**src/rtl/irt_pkg.sv**
```systemverilog
// Types and codes for the interval reservation table.
// No dependencies.
package irt_pkg;

  typedef enum logic [1:0] {
    ST_ACCEPTED = 2'd0,
    ST_OVERLAP  = 2'd1,
    ST_FULL     = 2'd2,
    ST_INVALID  = 2'd3
  } irt_status_e;

  localparam int unsigned TimeW  = 32;
  localparam int unsigned CountW = 7;

  // request traveling down the cell chain
  typedef struct packed {
    logic             vld;
    logic             bad;  // empty or reversed interval
    logic             hit;  // overlap seen so far
    logic [TimeW-1:0] start_time;
    logic [TimeW-1:0] end_time;
  } irt_token_t;

endpackage

```
**src/rtl/irt_cell.sv**
```systemverilog
// One table entry: holds an interval and checks the passing request against it.
// Depends on irt_pkg.
module irt_cell #(
  parameter int unsigned CNT_W = 7,
  parameter int unsigned IDX   = 0
) (
  input  logic                           clk_i,
  input  logic                           rst_ni,
  input  irt_pkg::irt_token_t            tok_i,
  output irt_pkg::irt_token_t            tok_o,
  input  logic [CNT_W-1:0]               count_i,
  input  logic                           wr_en_i,
  input  logic [irt_pkg::TimeW-1:0]      wr_start_i,
  input  logic [irt_pkg::TimeW-1:0]      wr_end_i
);

  logic [irt_pkg::TimeW-1:0] start_q, end_q;
  irt_pkg::irt_token_t       tok_d, tok_q;
  logic                      held, overlap;

  // only entries below the fill count are live
  assign held    = CNT_W'(IDX) < count_i;
  assign overlap = held && ($signed(start_q) < $signed(tok_i.end_time))
                        && ($signed(end_q) > $signed(tok_i.start_time));

  always_comb begin
    tok_d     = tok_i;
    tok_d.hit = tok_i.hit | (overlap & ~tok_i.bad);
  end

  always_ff @(posedge clk_i or negedge rst_ni) begin
    if (!rst_ni) begin
      tok_q <= '0;
    end else begin
      tok_q <= tok_d;
    end
  end

  always_ff @(posedge clk_i) begin
    if (wr_en_i && (count_i == CNT_W'(IDX))) begin
      start_q <= wr_start_i;
      end_q   <= wr_end_i;
    end
  end

  assign tok_o = tok_q;

endmodule

```
**config.mk**
```make
export PLATFORM = sky130hd
export DESIGN_NAME = irt_cell
export DESIGN_NICKNAME = d
export VERILOG_FILES = /design/src/rtl/irt_pkg.sv /design/src/rtl/irt_cell.sv
export SDC_FILE = /design/constraint.sdc
export NUM_CORES = 1
export LEC_CHECK = 0
export BUFFER_PORTS_ARGS = -buffer_cell sky130_fd_sc_hd__buf_2
export CORE_MARGIN = 5
export CORE_UTILIZATION = 48
export CTS_CLUSTER_SIZE = 40
export DETAILED_ROUTE_END_ITERATION = 10
export HOLD_SLACK_MARGIN = 0.03
export PLACE_DENSITY_LB_ADDON = 0.05
export SETUP_SLACK_MARGIN = 0.2
export SLEW_MARGIN = 0
export SYNTH_ARGS = -nofsm -noshare
export SYNTH_HDL_FRONTEND = slang
export SYNTH_SLANG_ARGS = --single-unit
export TNS_END_PERCENT = 100
```
**constraint.sdc**
```tcl
create_clock -name clk_i -period 2.3 [get_ports clk_i]
set_input_delay 0.46 -clock clk_i [delete_from_list [all_inputs] [get_ports clk_i]]
set_output_delay 0.46 -clock clk_i [all_outputs]
set_load 0.005 [all_outputs]
```
==> impl_metrics.tcl <==
set metrics [dict create \
    outcome "finished clean" \
    fp-row-count 38 \
    critPathLaunch "end_q[9]$_DFFE_PP_" \
    fmax_ghz 0.479 \
    multi_input_area_um2 1450 \
    layout-drive-gt1-share_pct 41.4 \
    drt_wl_total_um 11200 \
    final_antenna_net_count 0 \
    dpl_cell_area_um2 6530 \
    hpwl_um 8790 \
    hold_viol 0 \
    yosysTopAreaCell "edfxtp_1" \
    clk_latency_ps 510 \
    final_cell_mix "206 x buf_2, 67 x dfrtp_1, 66 x inv_1, 64 x edfxtp_1, 61 x ha_1" \
    path_depth 9 \
    crit_buf_inv 1 \
    boundaryPins 208 \
    maxSlewHeadroom_pct 42.0 \
    clk_pin_slew_ps 60 \
    gp_congestion 0.800 \
    fin_util_pct 67.0 \
    crit_family "compound AO/OA/AOI/OAI gates" \
    r2r_start "end_q[9]$_DFFE_PP_" \
    synth.avg_cell_area_um2 14.5 \
    hold_ws_ps 66.0 \
    worstHoldPathType "in2async" \
    grt_pass1_vias 3886 \
    maxCapViolations 0 \
    syn-num-nets 563 \
    syn_inst 359 \
    vias 3560 \
    die_h_um 114 \
    die_x_um 114 \
    core_um2 10700 \
    diodes 0 \
    ir_drop_mv 0.398 \
    path_class "reg2reg" \
    ys_top_cells_by_area "edfxtp_1 37%, dfrtp_1 32%, ha_1 15%" \
    globalRouteOverflowTotal 0 \
    syn-cell-area_um2 5220 \
    die_area_um2 13100 \
    ys_ff_latch 131 \
    path_max_fanout 2 \
    cp_data_arrival_time_ps 2480 \
    final_common_cell "buf_2" \
    max_stage_delay_ps 380 \
    antenna_found_initial 1 \
    drt_iter0_drc 142 \
    layout_setup_ws_ps 214 \
    cts_htree_levels 4 \
    startpoint_type "flop" \
    cpMaxStageDelayCell "edfxtp_1" \
    setup_viol 0 \
    reg2reg_depth 9 \
    worst_pin_slew_ps 870 \
    track_usage_pct 17.9 \
    n_fill_cell 851 \
    post-place-ws_ps -96.0 \
    power_leakage_uw 0.00356 \
    numPortBuffers 207 \
    register_area_um2 3600 \
    rsz0062_at_grt "yes" \
    grt_max_degree 68 \
    synth_seq_area_share_pct 69.0 \
    p_per_area_nw_per_um2 777 \
    nets 798 \
    cts_num_sinks 131 \
    clk_path_buf_depth 2 \
    maxSlewViolCount 0 \
    synth_cell_types 34 \
    via_per_inst 4.77 \
    end_kind "flop" \
    period_needed_ps 2090 \
    root_buffer "clkbuf_8" \
    drc 0 \
    start_util_pct 48.6 \
    worst_clock_skew_ps 4.19 \
    yosysWarnings 0 \
    yosysTopAreaCellShare_pct 36.8 \
    fin_area_um2 7200 \
    areaGrowthSynthToFinish_pct 37.9 \
    cts-buffers-inserted 17 \
    critical_path.cell_chain "ha_1 > nand4_1 > nor2_1 > o2bb2ai_1 > a2111oi_2 > buf_4 > o221ai_2 > xnor2_1 > a31o_1" \
    fin_crit_sh_pct 90.7 \
    drt_pass1_iterations 4 \
    timing.rr.end "tok_o[64]$_DFF_PN0_" \
    rrSetupSlack_ps 210 \
    crit_end "tok_o[64]$_DFF_PN0_" \
    cts_tree "yes" \
    worstPathRequired_ps 2700 \
    grt_pass1_wl_um 17800 \
    wl_per_cell_um 15.0 \
]
[metrics by stage]
stage,total power (uW),setup TNS (ps),instances
6_report,5590,0,747
5_1_grt,5830,0,747
4_1_cts,5660,0,744
3_5_place_dp,2970,-96.0,712
3_3_place_gp,2960,-94.0,712
2_1_floorplan,2720,0,359
[cells by family after synthesis]
group,after synthesis,share of synthesized area (%)
simple gates,44,4.27
flops,131,69.0
xor+xnor,1,0.168
compound gates,54,6.76
buf+inv,66,4.75
fa+ha+maj,63,15.1
[Yosys cell counts]
master and instances:
nor4_1 2, dfrtp_1 67, nor2_1 8, a21o_1 8
o2bb2ai_1 1, or4_1 1, and4_1 1, nand2b_1 1
o22ai_1 1, o2111a_1 1, inv_1 66, a211oi_1 4
xnor2_1 1, o21a_1 1, a21boi_0 1, a311oi_1 1
nor3_1 2, ha_1 63, or2_1 1, o211ai_1 1
a21oi_1 19, edfxtp_1 64, nand4_1 10, nand3_1 5
o21ai_0 9, nand2_1 11, o221ai_2 1, a31o_1 1
a31oi_1 1, a211o_1 1, and2_1 1, or3_1 1
a2111oi_0 2, a221oi_1 1
[flip-flops by register name, indices dropped and copies added (netlist names)]
signal and flops:
tok_o 67, end_q 32, start_q 32
[routing by layer]
| layer | up-vias | routed length [um] | global-route usage [%] |
|---|---|---|---|
| li1 | 1747 | - | - |
| met1 | 1664 | 4230 | 19.6 |
| met2 | 129 | 5790 | 31.2 |
| met3 | 18 | 953 | 7.24 |
| met4 | 2 | 195 | 6.73 |
| met5 | - | 7 | 0 |
[power breakdown]
part	internal (uW)	total (uW)	switching, uW
clock	1740	2660	921
sequential	2530	2540	14.6
combinational	196	386	191
[layout make-up]
cell class	instances	share of cell area, %
clock inverters	12	2.26
flip-flops and latches	131	50.0
inverters	66	3.44
repair buffers	216	15.8
clock buffers	20	5.91
well taps	140	2.43
multi-input cells	162	20.2
[worst min-delay path by stage]
| stage | startpoint | to | slack (ps) | cells past startpoint |
|---|---|---|---|---|
| 2_1_floorplan | rst_ni | tok_o[0]$_DFF_PN0_ | 160 | 0 |
| 3_3_place_gp | tok_i[66] | tok_o[66]$_DFF_PN0_ | 570 | 1 |
| 3_5_place_dp | tok_i[66] | tok_o[66]$_DFF_PN0_ | 580 | 1 |
| 4_1_cts | tok_i[66] | tok_o[66]$_DFF_PN0_ | 30 | 1 |
| 5_1_grt | tok_i[48] | tok_o[48]$_DFF_PN0_ | 30 | 1 |
| 6_report | rst_ni | tok_o[8]$_DFF_PN0_ | 70 | 1 |
[what timing repair did]
action / 4_1_cts / 5_1_grt
gates resized for setup: 3 / 5
pin swaps: 2 / 3
setup endpoints to repair: 1 / 1
hold buffers: 0 / 1
hold endpoints to repair: 0 / 1
setup buffers: 0 / 2
Note: power is estimated with default switching activity, not from simulation.
